--- config.mk ---
export PLATFORM = sky130hd
export DESIGN_NAME = first_fit_chunk_allocator_top
export DESIGN_NICKNAME = d
export VERILOG_FILES = /design/src/fca_pkg.sv /design/src/fca_ram.sv /design/src/fca_dp.sv /design/src/fca_ctrl.sv /design/src/first_fit_chunk_allocator_top.sv
export SDC_FILE = /design/constraint.sdc
export NUM_CORES = 2
export LEC_CHECK = 0
export BUFFER_PORTS_ARGS = -buffer_cell sky130_fd_sc_hd__buf_4
export CAP_MARGIN = 30
export CELL_PAD_IN_SITES_DETAIL_PLACEMENT = 1
export CELL_PAD_IN_SITES_GLOBAL_PLACEMENT = 1
export CORE_MARGIN = 3
export CORE_UTILIZATION = 50
export CTS_BUF_LIST = sky130_fd_sc_hd__clkbuf_4 sky130_fd_sc_hd__clkbuf_8
export DETAILED_ROUTE_END_ITERATION = 8
export PLACE_DENSITY_LB_ADDON = 0.1
export SYNTH_ARGS = -nofsm -noshare
export SYNTH_HDL_FRONTEND = slang
export SYNTH_HIERARCHICAL = 1
export SYNTH_SLANG_ARGS = --single-unit
--- constraint.sdc ---
create_clock -name clock -period 17.31 [get_ports clock]
set_clock_uncertainty 0.05 [all_clocks]
set_input_delay 0.8655 -clock clock [delete_from_list [all_inputs] [get_ports clock]]
set_output_delay 0.8655 -clock clock [all_outputs]
set_load 0.05 [all_outputs]
--- src/fca_pkg.sv ---
// shared types, constants and codes of the first-fit chunk allocator
package fca_pkg;

   localparam int SLOTS       = 64;
   localparam int IDX_W       = $clog2(SLOTS);
   localparam int CNT_W       = IDX_W + 1;
   localparam int OFF_W       = 20;
   localparam int LEN_W       = 21;
   localparam int POS_W       = 22;
   localparam int ADDR_W      = 48;
   localparam int PAGE_W      = 9;
   localparam int PAGE_SHIFT  = 12;
   localparam int HEAP_PAGES  = 256;
   localparam int ALIGN_SHIFT = 5;
   localparam int ALIGN_BYTES = 1 << ALIGN_SHIFT;

   localparam logic [LEN_W-1:0]  PAGE_LEN   = LEN_W'(1 << PAGE_SHIFT);
   localparam logic [PAGE_W-1:0] PAGE_LIMIT = PAGE_W'(HEAP_PAGES);

   typedef enum logic [1:0] {
      CMD_ALLOC = 2'd0,
      CMD_FREE  = 2'd1,
      CMD_QUERY = 2'd2,
      CMD_BAD   = 2'd3
   } cmd_type;

   typedef enum logic [1:0] {
      ST_OK       = 2'd0,
      ST_ZERO     = 2'd1,
      ST_NOMEM    = 2'd2,
      ST_NOTFOUND = 2'd3
   } status_type;

   typedef enum logic {
      CSR_HEAP_BASE = 1'b0,
      CSR_MAX_PAGES = 1'b1
   } csr_index_type;

   typedef struct packed {
      logic [1:0]        cmd;
      logic [LEN_W-1:0]  req_size;
      logic [ADDR_W-1:0] req_address;
   } req_word_type;

   typedef struct packed {
      logic [1:0]        status;
      logic [ADDR_W-1:0] chunk_address;
      logic [LEN_W-1:0]  chunk_size;
   } rsp_word_type;

   typedef struct packed {
      logic             free;
      logic [LEN_W-1:0] len;
      logic [OFF_W-1:0] off;
   } slot_entry_type;

   localparam int ENTRY_W = $bits(slot_entry_type);

   // kind of table scan in progress
   typedef enum logic [2:0] {
      SCAN_FIT,
      SCAN_END,
      SCAN_PLACE,
      SCAN_ADDR,
      SCAN_RIGHT,
      SCAN_LEFT
   } scan_kind_type;

   typedef enum logic [4:0] {
      OP_NONE,
      OP_CAPTURE,
      OP_SET_STATUS,
      OP_SCAN_INIT,
      OP_SCAN_INC,
      OP_HIT_FIT,
      OP_WRITE_ALLOC,
      OP_GROW_SET,
      OP_GROW_EXTEND,
      OP_PAGES_INC,
      OP_PLACE_EMPTY,
      OP_PLACE_MERGE,
      OP_PLACE_NEW,
      OP_FOUND,
      OP_RESP_QUERY,
      OP_RIGHT_MERGE,
      OP_LEFT_MERGE,
      OP_WRITE_FREE,
      OP_EMIT
   } dp_op_type;

   typedef struct packed {
      dp_op_type     op;
      scan_kind_type kind;
      status_type    status;
   } dp_cmd_type;

   typedef struct packed {
      logic       hit;
      logic       empty;
      logic       last;
      logic       split;
      logic       at_limit;
      logic       table_full;
      logic       hit_is_c;
      logic       size_zero;
      logic [1:0] cmd;
      logic       rsp_free;
   } dp_stat_type;

endpackage

--- src/fca_ram.sv ---
// generic single-port-write ram with registered read
module fca_ram #(
   parameter int WIDTH = 8,
   parameter int DEPTH = 16
) (
   input  logic                     clock,
   input  logic                     wr_en,
   input  logic [$clog2(DEPTH)-1:0] wr_addr,
   input  logic [WIDTH-1:0]         wr_data,
   input  logic [$clog2(DEPTH)-1:0] rd_addr,
   output logic [WIDTH-1:0]         rd_data
);

   logic [WIDTH-1:0] mem [DEPTH];
   logic [WIDTH-1:0] rd_data_ff;

   // write port and registered read
   always_ff @(posedge clock) begin
      if (wr_en) begin
         mem[wr_addr] <= wr_data;
      end
      rd_data_ff <= mem[rd_addr];
   end

   assign rd_data = rd_data_ff;

endmodule

--- src/fca_dp.sv ---
// datapath: slot table, counters, config registers and result word
module fca_dp
   import fca_pkg::*;
(
   input  logic                 clock,
   input  logic                 reset,
   input  dp_cmd_type           cmd_in,
   input  req_word_type         req_data,
   output dp_stat_type          stat,
   input  logic                 csr_valid,
   input  logic                 csr_index,
   input  logic [ADDR_W-1:0]    csr_data,
   output logic                 rsp_valid,
   input  logic                 rsp_ready,
   output rsp_word_type         rsp_data
);

   // request and work registers
   logic [1:0]        cmd_ff;
   logic [POS_W-1:0]  want_ff;
   logic [ADDR_W-1:0] rel_ff;
   logic              size_zero_ff;
   logic [IDX_W-1:0]  idx_ff;
   logic [IDX_W-1:0]  h_idx_ff;
   logic [OFF_W-1:0]  h_off_ff;
   logic [LEN_W-1:0]  h_len_ff;
   logic [POS_W-1:0]  p_off_ff;
   logic [LEN_W-1:0]  p_len_ff;
   logic [IDX_W-1:0]  c_idx_ff;
   logic [OFF_W-1:0]  c_off_ff;
   logic [LEN_W-1:0]  c_len_ff;
   logic [CNT_W-1:0]  slots_ff;
   logic [PAGE_W-1:0] pages_ff;
   logic [ADDR_W-1:0] heap_base_ff;
   logic [PAGE_W-1:0] max_pages_ff;
   logic [SLOTS-1:0]  slot_valid_ff;
   logic              rd_valid_ff;
   logic              rd_first_ff;
   rsp_word_type      res_ff;
   logic              rsp_valid_ff;
   rsp_word_type      rsp_data_ff;

   logic              wr_en;
   logic [IDX_W-1:0]  wr_addr;
   slot_entry_type    wr_data;
   logic [ENTRY_W-1:0] ram_q;
   slot_entry_type    ram_entry;
   slot_entry_type    entry;
   logic [POS_W-1:0]  e_end;
   logic [POS_W-1:0]  c_end;
   logic [POS_W-1:0]  want_in;
   logic [PAGE_W-1:0] lim;
   logic              hit;

   fca_ram #(.WIDTH(ENTRY_W), .DEPTH(SLOTS)) u_ram (
      .clock  (clock),
      .wr_en  (wr_en),
      .wr_addr(wr_addr),
      .wr_data(wr_data),
      .rd_addr(idx_ff),
      .rd_data(ram_q)
   );

   // entry never written reads as its reset value
   always_comb begin
      ram_entry = slot_entry_type'(ram_q);
      if (rd_valid_ff) begin
         entry = ram_entry;
      end else if (rd_first_ff) begin
         entry = '{free: 1'b1, len: PAGE_LEN, off: '0};
      end else begin
         entry = '0;
      end
   end

   assign e_end = POS_W'(entry.off) + POS_W'(entry.len);
   assign c_end = POS_W'(c_off_ff) + POS_W'(c_len_ff);
   assign want_in = (POS_W'(req_data.req_size) + POS_W'(ALIGN_BYTES - 1))
                    & ~POS_W'(ALIGN_BYTES - 1);
   assign lim = (max_pages_ff > PAGE_LIMIT) ? PAGE_LIMIT : max_pages_ff;

   // match test of the current entry for each scan kind
   always_comb begin
      case (cmd_in.kind)
         SCAN_FIT:   hit = entry.free && (entry.len != '0) && (POS_W'(entry.len) >= want_ff);
         SCAN_END:   hit = entry.free && (entry.len != '0) && (e_end == p_off_ff);
         SCAN_PLACE: hit = (entry.len == '0) || (entry.free && (e_end == p_off_ff));
         SCAN_ADDR:  hit = (entry.len != '0) && (rel_ff[ADDR_W-1:OFF_W] == '0)
                           && (entry.off == rel_ff[OFF_W-1:0]);
         SCAN_RIGHT: hit = (idx_ff != c_idx_ff) && entry.free && (entry.len != '0)
                           && (POS_W'(entry.off) == c_end);
         SCAN_LEFT:  hit = entry.free && (entry.len != '0) && (e_end == POS_W'(c_off_ff));
         default:    hit = 1'b0;
      endcase
   end

   // status back to the controller
   always_comb begin
      stat.hit        = hit;
      stat.empty      = (entry.len == '0);
      stat.last       = (CNT_W'(idx_ff) + CNT_W'(1)) >= slots_ff;
      stat.split      = POS_W'(h_len_ff) > want_ff;
      stat.at_limit   = pages_ff >= lim;
      stat.table_full = slots_ff >= CNT_W'(SLOTS);
      stat.hit_is_c   = (idx_ff == c_idx_ff);
      stat.size_zero  = size_zero_ff;
      stat.cmd        = cmd_ff;
      stat.rsp_free   = !rsp_valid_ff || rsp_ready;
   end

   // table write port
   always_comb begin
      wr_en   = 1'b1;
      wr_addr = idx_ff;
      wr_data = '0;
      unique case (cmd_in.op)
         OP_WRITE_ALLOC: begin
            wr_addr = h_idx_ff;
            wr_data = '{free: 1'b0, len: want_ff[LEN_W-1:0], off: h_off_ff};
         end
         OP_GROW_EXTEND: wr_data = '{free: entry.free, len: entry.len + PAGE_LEN,
                                     off: entry.off};
         OP_PLACE_EMPTY: wr_data = '{free: 1'b1, len: p_len_ff, off: p_off_ff[OFF_W-1:0]};
         OP_PLACE_MERGE: wr_data = '{free: entry.free, len: entry.len + p_len_ff,
                                     off: entry.off};
         OP_PLACE_NEW: begin
            wr_addr = slots_ff[IDX_W-1:0];
            wr_data = '{free: 1'b1, len: p_len_ff, off: p_off_ff[OFF_W-1:0]};
         end
         OP_RIGHT_MERGE, OP_LEFT_MERGE: wr_data = '0;
         OP_WRITE_FREE: begin
            wr_addr = c_idx_ff;
            wr_data = '{free: 1'b1, len: c_len_ff, off: c_off_ff};
         end
         default: wr_en = 1'b0;
      endcase
   end

   // control registers
   always_ff @(posedge clock) begin
      if (reset) begin
         slots_ff      <= CNT_W'(1);
         pages_ff      <= PAGE_W'(1);
         heap_base_ff  <= '0;
         max_pages_ff  <= PAGE_LIMIT;
         slot_valid_ff <= '0;
         rsp_valid_ff  <= 1'b0;
      end else begin
         if (wr_en) begin
            slot_valid_ff[wr_addr] <= 1'b1;
         end
         if (cmd_in.op == OP_PLACE_NEW) begin
            slots_ff <= slots_ff + CNT_W'(1);
         end
         if (cmd_in.op == OP_PAGES_INC) begin
            pages_ff <= pages_ff + PAGE_W'(1);
         end
         if (csr_valid) begin
            unique case (csr_index_type'(csr_index))
               CSR_HEAP_BASE: heap_base_ff <= csr_data;
               CSR_MAX_PAGES: max_pages_ff <= csr_data[PAGE_W-1:0];
               default: ;
            endcase
         end
         if (cmd_in.op == OP_EMIT) begin
            rsp_valid_ff <= 1'b1;
         end else if (rsp_ready) begin
            rsp_valid_ff <= 1'b0;
         end
      end
   end

   // work registers
   always_ff @(posedge clock) begin
      rd_valid_ff <= slot_valid_ff[idx_ff];
      rd_first_ff <= (idx_ff == '0);
      case (cmd_in.op)
         OP_CAPTURE: begin
            cmd_ff       <= req_data.cmd;
            want_ff      <= want_in;
            size_zero_ff <= (req_data.req_size == '0);
            rel_ff       <= req_data.req_address - heap_base_ff;
         end
         OP_SET_STATUS: res_ff <= '{status: cmd_in.status, chunk_address: '0,
                                    chunk_size: '0};
         OP_SCAN_INIT: idx_ff <= '0;
         OP_SCAN_INC:  idx_ff <= idx_ff + IDX_W'(1);
         OP_HIT_FIT: begin
            h_idx_ff <= idx_ff;
            h_off_ff <= entry.off;
            h_len_ff <= entry.len;
            p_off_ff <= POS_W'(entry.off) + want_ff;
            p_len_ff <= entry.len - want_ff[LEN_W-1:0];
         end
         OP_WRITE_ALLOC: res_ff <= '{status: ST_OK,
                                     chunk_address: heap_base_ff + ADDR_W'(h_off_ff),
                                     chunk_size: want_ff[LEN_W-1:0]};
         OP_GROW_SET: begin
            p_off_ff <= POS_W'(pages_ff) << PAGE_SHIFT;
            p_len_ff <= PAGE_LEN;
         end
         OP_FOUND: begin
            c_idx_ff <= idx_ff;
            c_off_ff <= entry.off;
            c_len_ff <= entry.len;
         end
         OP_RESP_QUERY: res_ff <= '{status: ST_OK, chunk_address: '0,
                                    chunk_size: c_len_ff};
         OP_RIGHT_MERGE: c_len_ff <= c_len_ff + entry.len;
         OP_LEFT_MERGE: begin
            c_off_ff <= entry.off;
            c_len_ff <= c_len_ff + entry.len;
         end
         OP_WRITE_FREE: res_ff <= '{status: ST_OK, chunk_address: '0, chunk_size: '0};
         OP_EMIT: rsp_data_ff <= res_ff;
         default: ;
      endcase
   end

   assign rsp_valid = rsp_valid_ff;
   assign rsp_data  = rsp_data_ff;

endmodule

--- src/fca_ctrl.sv ---
// controller: sequences the table scans of allocate, free and query
module fca_ctrl
   import fca_pkg::*;
(
   input  logic        clock,
   input  logic        reset,
   input  logic        req_valid,
   output logic        req_ready,
   input  dp_stat_type stat,
   output dp_cmd_type  cmd_out
);

   typedef enum logic [3:0] {
      S_IDLE,
      S_DISPATCH,
      S_SCAN_RD,
      S_SCAN_EV,
      S_FIT_DONE,
      S_ALLOC_WR,
      S_GROW,
      S_GROW_SCAN,
      S_GROW_FIN,
      S_FIT_RESTART,
      S_QUERY_RESP,
      S_RIGHT_INIT,
      S_LEFT_INIT,
      S_FREE_WR,
      S_DONE
   } state_type;

   state_type     state_ff, state_in;
   scan_kind_type kind_ff, kind_in;
   logic          ret_grow_ff, ret_grow_in;

   // next state and datapath command
   always_comb begin
      state_in       = state_ff;
      kind_in        = kind_ff;
      ret_grow_in    = ret_grow_ff;
      cmd_out.op     = OP_NONE;
      cmd_out.kind   = kind_ff;
      cmd_out.status = ST_OK;
      unique case (state_ff)
         S_IDLE: begin
            if (req_valid) begin
               cmd_out.op = OP_CAPTURE;
               state_in   = S_DISPATCH;
            end
         end
         S_DISPATCH: begin
            unique case (cmd_type'(stat.cmd))
               CMD_ALLOC: begin
                  if (stat.size_zero) begin
                     cmd_out.op     = OP_SET_STATUS;
                     cmd_out.status = ST_ZERO;
                     state_in       = S_DONE;
                  end else begin
                     cmd_out.op = OP_SCAN_INIT;
                     kind_in    = SCAN_FIT;
                     state_in   = S_SCAN_RD;
                  end
               end
               CMD_FREE, CMD_QUERY: begin
                  cmd_out.op = OP_SCAN_INIT;
                  kind_in    = SCAN_ADDR;
                  state_in   = S_SCAN_RD;
               end
               default: begin
                  cmd_out.op     = OP_SET_STATUS;
                  cmd_out.status = ST_NOTFOUND;
                  state_in       = S_DONE;
               end
            endcase
         end
         S_SCAN_RD: state_in = S_SCAN_EV;
         S_SCAN_EV: begin
            if (!stat.hit && !stat.last) begin
               cmd_out.op = OP_SCAN_INC;
               state_in   = S_SCAN_RD;
            end else begin
               unique case (kind_ff)
                  SCAN_FIT: begin
                     if (stat.hit) begin
                        cmd_out.op = OP_HIT_FIT;
                        state_in   = S_FIT_DONE;
                     end else begin
                        state_in = S_GROW;
                     end
                  end
                  SCAN_END: begin
                     if (stat.hit) begin
                        cmd_out.op = OP_GROW_EXTEND;
                        state_in   = S_GROW_FIN;
                     end else begin
                        cmd_out.op  = OP_SCAN_INIT;
                        kind_in     = SCAN_PLACE;
                        ret_grow_in = 1'b1;
                        state_in    = S_SCAN_RD;
                     end
                  end
                  SCAN_PLACE: begin
                     if (stat.hit || !stat.table_full) begin
                        if (!stat.hit) begin
                           cmd_out.op = OP_PLACE_NEW;
                        end else if (stat.empty) begin
                           cmd_out.op = OP_PLACE_EMPTY;
                        end else begin
                           cmd_out.op = OP_PLACE_MERGE;
                        end
                        state_in = ret_grow_ff ? S_GROW_FIN : S_ALLOC_WR;
                     end else begin
                        cmd_out.op     = OP_SET_STATUS;
                        cmd_out.status = ST_NOMEM;
                        state_in       = S_DONE;
                     end
                  end
                  SCAN_ADDR: begin
                     if (stat.hit) begin
                        cmd_out.op = OP_FOUND;
                        state_in   = (stat.cmd == CMD_QUERY) ? S_QUERY_RESP : S_RIGHT_INIT;
                     end else begin
                        cmd_out.op     = OP_SET_STATUS;
                        cmd_out.status = ST_NOTFOUND;
                        state_in       = S_DONE;
                     end
                  end
                  SCAN_RIGHT: begin
                     if (stat.hit) begin
                        cmd_out.op = OP_RIGHT_MERGE;
                     end
                     state_in = S_LEFT_INIT;
                  end
                  default: begin
                     if (stat.hit && !stat.hit_is_c) begin
                        cmd_out.op = OP_LEFT_MERGE;
                     end
                     state_in = S_FREE_WR;
                  end
               endcase
            end
         end
         S_FIT_DONE: begin
            if (stat.split) begin
               cmd_out.op  = OP_SCAN_INIT;
               kind_in     = SCAN_PLACE;
               ret_grow_in = 1'b0;
               state_in    = S_SCAN_RD;
            end else begin
               state_in = S_ALLOC_WR;
            end
         end
         S_ALLOC_WR: begin
            cmd_out.op = OP_WRITE_ALLOC;
            state_in   = S_DONE;
         end
         S_GROW: begin
            if (stat.at_limit) begin
               cmd_out.op     = OP_SET_STATUS;
               cmd_out.status = ST_NOMEM;
               state_in       = S_DONE;
            end else begin
               cmd_out.op = OP_GROW_SET;
               state_in   = S_GROW_SCAN;
            end
         end
         S_GROW_SCAN: begin
            cmd_out.op = OP_SCAN_INIT;
            kind_in    = SCAN_END;
            state_in   = S_SCAN_RD;
         end
         S_GROW_FIN: begin
            cmd_out.op = OP_PAGES_INC;
            state_in   = S_FIT_RESTART;
         end
         S_FIT_RESTART: begin
            cmd_out.op = OP_SCAN_INIT;
            kind_in    = SCAN_FIT;
            state_in   = S_SCAN_RD;
         end
         S_QUERY_RESP: begin
            cmd_out.op = OP_RESP_QUERY;
            state_in   = S_DONE;
         end
         S_RIGHT_INIT: begin
            cmd_out.op = OP_SCAN_INIT;
            kind_in    = SCAN_RIGHT;
            state_in   = S_SCAN_RD;
         end
         S_LEFT_INIT: begin
            cmd_out.op = OP_SCAN_INIT;
            kind_in    = SCAN_LEFT;
            state_in   = S_SCAN_RD;
         end
         S_FREE_WR: begin
            cmd_out.op = OP_WRITE_FREE;
            state_in   = S_DONE;
         end
         S_DONE: begin
            if (stat.rsp_free) begin
               cmd_out.op = OP_EMIT;
               state_in   = S_IDLE;
            end
         end
         default: state_in = S_IDLE;
      endcase
   end

   // state register
   always_ff @(posedge clock) begin
      if (reset) begin
         state_ff    <= S_IDLE;
         kind_ff     <= SCAN_FIT;
         ret_grow_ff <= 1'b0;
      end else begin
         state_ff    <= state_in;
         kind_ff     <= kind_in;
         ret_grow_ff <= ret_grow_in;
      end
   end

   assign req_ready = (state_ff == S_IDLE);

endmodule

--- src/first_fit_chunk_allocator_top.sv ---
// top level of the first-fit chunk allocator
// The block takes one request word at a time (allocate, free or query) and answers each
// with one response word. Work on a request walks the 64-entry slot table through one
// ram read port, up to the last slot in use: a query is one pass, a free three passes,
// an allocate one fit pass plus a placement pass when the chunk is split, and each page
// of heap growth adds up to two more passes and a new fit pass. The response sits in an
// output register, so a new request word is taken while the last response still waits.
// Config words are taken at any time and should be written only while the block is idle;
// the table needs no clearing after reset.
module first_fit_chunk_allocator_top
   import fca_pkg::*;
(
   input  logic              clock,
   input  logic              reset,
   input  logic              req_valid,
   output logic              req_ready,
   input  req_word_type      req_data,
   output logic              rsp_valid,
   input  logic              rsp_ready,
   output rsp_word_type      rsp_data,
   input  logic              csr_valid,
   output logic              csr_ready,
   input  logic              csr_index,
   input  logic [ADDR_W-1:0] csr_data
);

   dp_cmd_type  dp_cmd;
   dp_stat_type dp_stat;

   // sequencer
   fca_ctrl u_ctrl (
      .clock    (clock),
      .reset    (reset),
      .req_valid(req_valid),
      .req_ready(req_ready),
      .stat     (dp_stat),
      .cmd_out  (dp_cmd)
   );

   // table and arithmetic
   fca_dp u_dp (
      .clock    (clock),
      .reset    (reset),
      .cmd_in   (dp_cmd),
      .req_data (req_data),
      .stat     (dp_stat),
      .csr_valid(csr_valid),
      .csr_index(csr_index),
      .csr_data (csr_data),
      .rsp_valid(rsp_valid),
      .rsp_ready(rsp_ready),
      .rsp_data (rsp_data)
   );

   assign csr_ready = 1'b1;

endmodule

=== After elaboration in Yosys (flattened, before gate mapping) ===
Memory sizes are Yosys's and may differ from the RTL's. A register that Yosys moved wholly into a read port is not among the register bits.
Index checks and enable logic that the tools add are counted.

* Register bits after elaboration: 501
* Bits of input ports: 125
* Output and inout port bits: 74
* Memories: 1
* Word-level logic and storage cells: 229
* Memory bits (writable): 2688

* Reductions and logical operators: 48
* $lt $le $gt $ge: 9
* Multiplexer cells: 72
* Bitwise gates (word level): 2
* $add $sub $neg: 14
* Equal/unequal tests: 53

{| class="wikitable"
|+ Memory list
! memory !! words !! width !! read ports !! clocked after memory_dff !! write ports !! RTL line !! text
|-
| u_dp.u_ram.mem || 64 || 42 || 1 || 1 || 1 || fca_ram.sv:14 || <nowiki>logic [WIDTH-1:0] mem [DEPTH];</nowiki>
|}

{| class="wikitable"
|+ Operator list
! kind !! count
|-
| case mux 71 bit (4 select lines) || 1
|-
| case mux 42 bit (5 select lines) || 1
|-
| two-way mux 42 bit || 2
|-
| case mux 21 bit (2 select lines) || 2
|-
| OR 64 bit || 1
|-
| case mux 5 bit (11 select lines) || 1
|-
| adder 48 x 20 -> 48 bit || 1
|-
| two-way mux 4 bit || 12
|-
| subtractor 48 bit || 1
|-
| adder 20 x 21 -> 22 bit || 2
|-
| case mux 22 bit (2 select lines) || 1
|-
| adder 21 bit || 2
|-
| logical NOT 21 bit || 2
|-
| == test 5 x 4 -> 1 bit, second input constant || 8
|-
| case mux 4 bit (10 select lines) || 1
|-
| == test 4 bit, second input constant || 7
|-
| logical NOT 28 bit || 1
|-
| two-way mux 5 bit || 5
|-
| case mux 5 bit (5 select lines) || 1
|-
| two-way mux 3 bit || 8
|-
| adder 20 x 22 -> 22 bit || 1
|-
| adder 21 x 5 -> 22 bit, second input constant || 1
|-
| == test 20 x 22 -> 1 bit || 1
|-
| == test 22 x 20 -> 1 bit || 1
|-
| 68 further kinds || 134
|}

=== Logic depth before layout (Yosys ltp) ===
* Depth in word-level cells: 19
* Gate-level depth with buffers: 41
* Depth with buffers taken out: 32

=== Hierarchy ===
Netlist, hierarchy kept.

{| class="wikitable"
|+ Modules (own cells, without submodules)
! module !! cells an instance !! times used !! area an instance (um^2) !! seq. area each (um^2)
|-
| fca_ram || 4448 || 1 || 102965.0 || 81558.2
|-
| fca_dp || 3382 || 1 || 31644.1 || 13402.9
|-
| fca_ctrl || 171 || 1 || 1109.8 || 160.2
|-
| first_fit_chunk_allocator_top || 2 || 1 || 11.3 || 0.0
|}

=== Least setup slack after synthesis ===
Ideal clock, no wire load.

* Kind: reg-to-reg
* Start: register u_dp.rd_valid_ff
* End: register u_dp.cmd_ff[0], enable pin
* Setup slack: 4.255 ns
* Stages on the path, launching flop included: 31
* Data arrival time: 12.343 ns
* Period minus slack after synthesis: 13.055 ns
* Setup time: 0.662 ns
* Cell sequence: dfxtp_1 buf_2 buf_2 buf_2 buf_1 clkbuf_1 clkbuf_1 nand2_1 inv_1 ha_1 ha_1 a211oi_4 o41ai_4 o2111ai_4 a211oi_1 o211ai_2 xnor2_1 or3_1 nor4_1 nand3_1 a31o_1 o21ai_1 buf_4 buf_4 inv_1 nor3_1 a21oi_1 o32a_1 o221ai_1 nand2b_1 nor4_1

{| class="wikitable"
|+ RTL lines
! element !! RTL line !! text
|-
| start: declaration || fca_dp.sv:37 || <nowiki>logic rd_valid_ff;</nowiki>
|-
| start signal: assignment || fca_dp.sv:175 || <nowiki>rd_valid_ff <= slot_valid_ff[idx_ff];</nowiki>
|-
| end signal: assignment || fca_dp.sv:179 || <nowiki>cmd_ff <= req_data.cmd;</nowiki>
|-
| end: declaration || fca_dp.sv:19 || <nowiki>logic [1:0] cmd_ff;</nowiki>
|}

==> impl_metrics.json <==
{
  "finalMaxSlewViolations": 0,
  "grt_start_max_net_pins": 116,
  "multi_input_area_um2": 38800,
  "ctsResizeCount": 0,
  "cts_buffers": 536,
  "fmax_mhz": 86.0,
  "syn_area_um2": 136000,
  "antenna_found_initial": 28,
  "path_max_fanout": 60,
  "area_delta_synth_final_pct": 13.3,
  "syn_nets": 8336,
  "setup_violations": 0,
  "report.final.hold_viol_count": 0,
  "finalInstanceArea_um2": 154000,
  "row_count": 190,
  "yosysMostFrequentCell": "edfxtp_1",
  "yosysWarnings": 6,
  "regArea_um2": 95100,
  "p_per_area_nw_per_um2": 156,
  "maxSlewHeadroom_pct": 25.9,
  "hp-class": "input port to flop",
  "die_area_um2": 278000,
  "cp-end-kind": "flop",
  "drv_cap": 0,
  "syn_area_per_cell_um2": 17.0,
  "io_buffers": 197,
  "status": "finished, final reports clean",
  "reg2reg_slack_ps": 5690,
  "vias": 79900,
  "die_h_um": 527,
  "final.min_clock_period_ps": 11620,
  "synth_area_leaders": "edfxtp_1, mux4_2, dfxtp_1",
  "cp_slowest_cell": "o221ai_1",
  "fp.coreArea_um2": 269000,
  "critPathMaxStageDelay_ps": 790,
  "grt-ovfl-total": 0,
  "detail_route.first_pass.iterations": 5,
  "die_w_um": 527,
  "synth_edf_count": 3041,
  "dpl_cell_area_um2": 142000,
  "dp_hpwl_um": 269000,
  "initial_utilization_pct": 50.4,
  "leakage_nw": 52.6,
  "drcViolationCount": 0,
  "synthTopCellsByCount": "edfxtp_1, mux4_2, nor2_1",
  "hold_ws_ps": 177,
  "grt_usage_pct": 30.2,
  "routed_wl_um": 423000,
  "startpoint_type": "flop",
  "io_pins": 199,
  "synth_top_area_cell": "edfxtp_1",
  "cp.arrival_ps": 12320,
  "wire_per_inst_um": 33.6,
  "hold_depth": 3,
  "rsz0062_at_grt": "no",
  "synthCells": 8003,
  "fin_nets": 8956,
  "grt_pass1_wl_um": 604000,
  "r2r_cells": 33,
  "vdd_drop_max_mv": 0.127,
  "cts_tree": "yes",
  "cts_sinks": 3231,
  "drt-vias-per-instance": 6.35,
  "ys.flop_type": "edfxtp_1",
  "grt_pass1_vias": 81700,
  "synth_top_area_share_pct": 67.3,
  "timing.final.crit_share_pct": 67.2,
  "ant_nets": 0,
  "synth-async-reset-ratio_pct": 0,
  "clk_pin_slew_ps": 60,
  "yosysUniqueCellTypes": 110,
  "root_buffer": "clkbuf_8",
  "n_fill_cell": 24300,
  "cts.htree.levels": 6,
  "required_ps": 18000,
  "place_congestion": 0.906,
  "worst_pin_slew_ps": 1110,
  "post-route-util_pct": 57.2,
  "drive_gt1_share_pct": 24.2,
  "criticalPathCategory": "flop to flop",
  "clk_path_buf_depth": 4,
  "setup_tns_ps": 0,
  "insertion_delay_ps": 1160,
  "drt_iter0_markers": 10200,
  "seq_area_frac_synth_pct": 70.1,
  "synth-seq-cells": 3231
}
==> routing by layer <==
| layer | vias to the layer above | part of all wire [%] | global-route usage (%) |
|---|---|---|---|
| li1 | 33400 | - | - |
| met1 | 41900 | 41 | 43.4 |
| met2 | 3911 | 46 | 46.2 |
| met3 | 690 | 8.7 | 4.86 |
| met4 | 2 | 4.7 | 12.9 |
| met5 | - | 0.0028 | 0 |
==> per-stage QoR <==
step | setup slack (ps) | power, mW | std cells
floorplan | 4250 | 14.1 | 8003
detailed placement | 5870 | 17.3 | 11600
global route | 5020 | 24.8 | 12600
finish | 5690 | 23.9 | 12600
global placement | 5970 | 17.2 | 11500
CTS | 5870 | 24.0 | 12600
==> final cells by class <==
cell class / count / area share, %
multi-input cells: 4159 / 25.2
repair buffers: 504 / 2.77
diodes: 7 / 0.0114
clock inverters: 199 / 0.885
clock buffers: 742 / 5.91
flip-flops and latches: 3231 / 61.8
well taps: 3552 / 2.89
inverters: 191 / 0.467
==> critical path: cells and delay by family, from the launching register on <==
family,cells,cell delay [ps]
simple gates,15,4700
buf+inv,8,2700
xor+xnor,1,140
compound gates,8,2460
flops,1,570
fa+ha+maj,1,570
==> final timing paths <==
| path | from | endpoint |
|---|---|---|
| setup reg to reg | u_dp/rd_valid_ff$_DFF_P_ | u_dp/u_ram/mem[16][15]$_DFFE_PP_ |
| setup / recovery | u_dp/rd_valid_ff$_DFF_P_ | u_dp/u_ram/mem[16][15]$_DFFE_PP_ |
| hold / removal | req_data[47] | u_dp/rel_ff[47]$_DFFE_PN_ |
| hold reg to reg | u_dp/res_ff[43]$_DFFE_PP_ | u_dp/rsp_data[43]$_DFFE_PP_ |
==> cells in the final DEF (no fill, tap or decap), types with 45 or more instances in the layout <==
master         netlist  layout
ha_1               202     202
nand4_1             68      68
o21ai_0            206     190
nor2_1             458     389
clkinv_1             3     104
nand3_1             89      87
xor2_1              89      89
nand2_1            429     427
clkinv_2             0      45
edfxtp_1          3041    3041
buf_4               55     412
nor2_4               0      68
dfxtp_1            190     189
xnor2_1            178     178
mux4_2             658     658
o21a_1              48      48
nor4_1              68      52
a22oi_1             55      55
a211oi_1            75      75
mux2i_1            105     105
inv_1              186     185
clkbuf_8             0     562
a21oi_1            296     296
clkbuf_4             0     180
o22ai_1            181     181
nor2b_1             85      82
nor3_1             107     102
a21o_1              67      67
dlygate4sd3_1        0      68
mux2_2              51      51
nand2b_1            51      50
o221ai_1            50      45
==> registers in the layout, indices dropped and copies added (netlist names), 22 cells and up <==
signal,flops
u_dp/heap_base_ff,48
u_dp/p_off_ff,22
u_dp/rel_ff,48
u_dp/res_ff,71
u_dp/rsp_data,71
u_dp/slot_valid_ff,64
u_dp/u_ram/mem,2688
u_dp/u_ram/rd_data,42
==> kinds of logic after synthesis <==
family,count (synthesis),synth area share [%]
flip-flops,3231,70.1
other,1,0.00276
XOR/XNOR,272,1.81
adder cells (fa/ha/maj),214,1.99
buffers and inverters,613,2.10
AO/OA/AOI/OAI,1304,6.44
multiplexers,815,12.1
AND/OR/NAND/NOR,1553,5.44
==> what timing repair did <==
item,CTS,global route
hold endpoints to repair,77,0
hold buffers,68,0
setup buffers,0,0
==> power by group <==
part / internal (mW) / switching, mW
Combinational: 2.57 / 5.05
Clock: 3.56 / 3.12
Sequential: 9.29 / 0.351
Note: power is estimated with default switching activity, not from simulation.
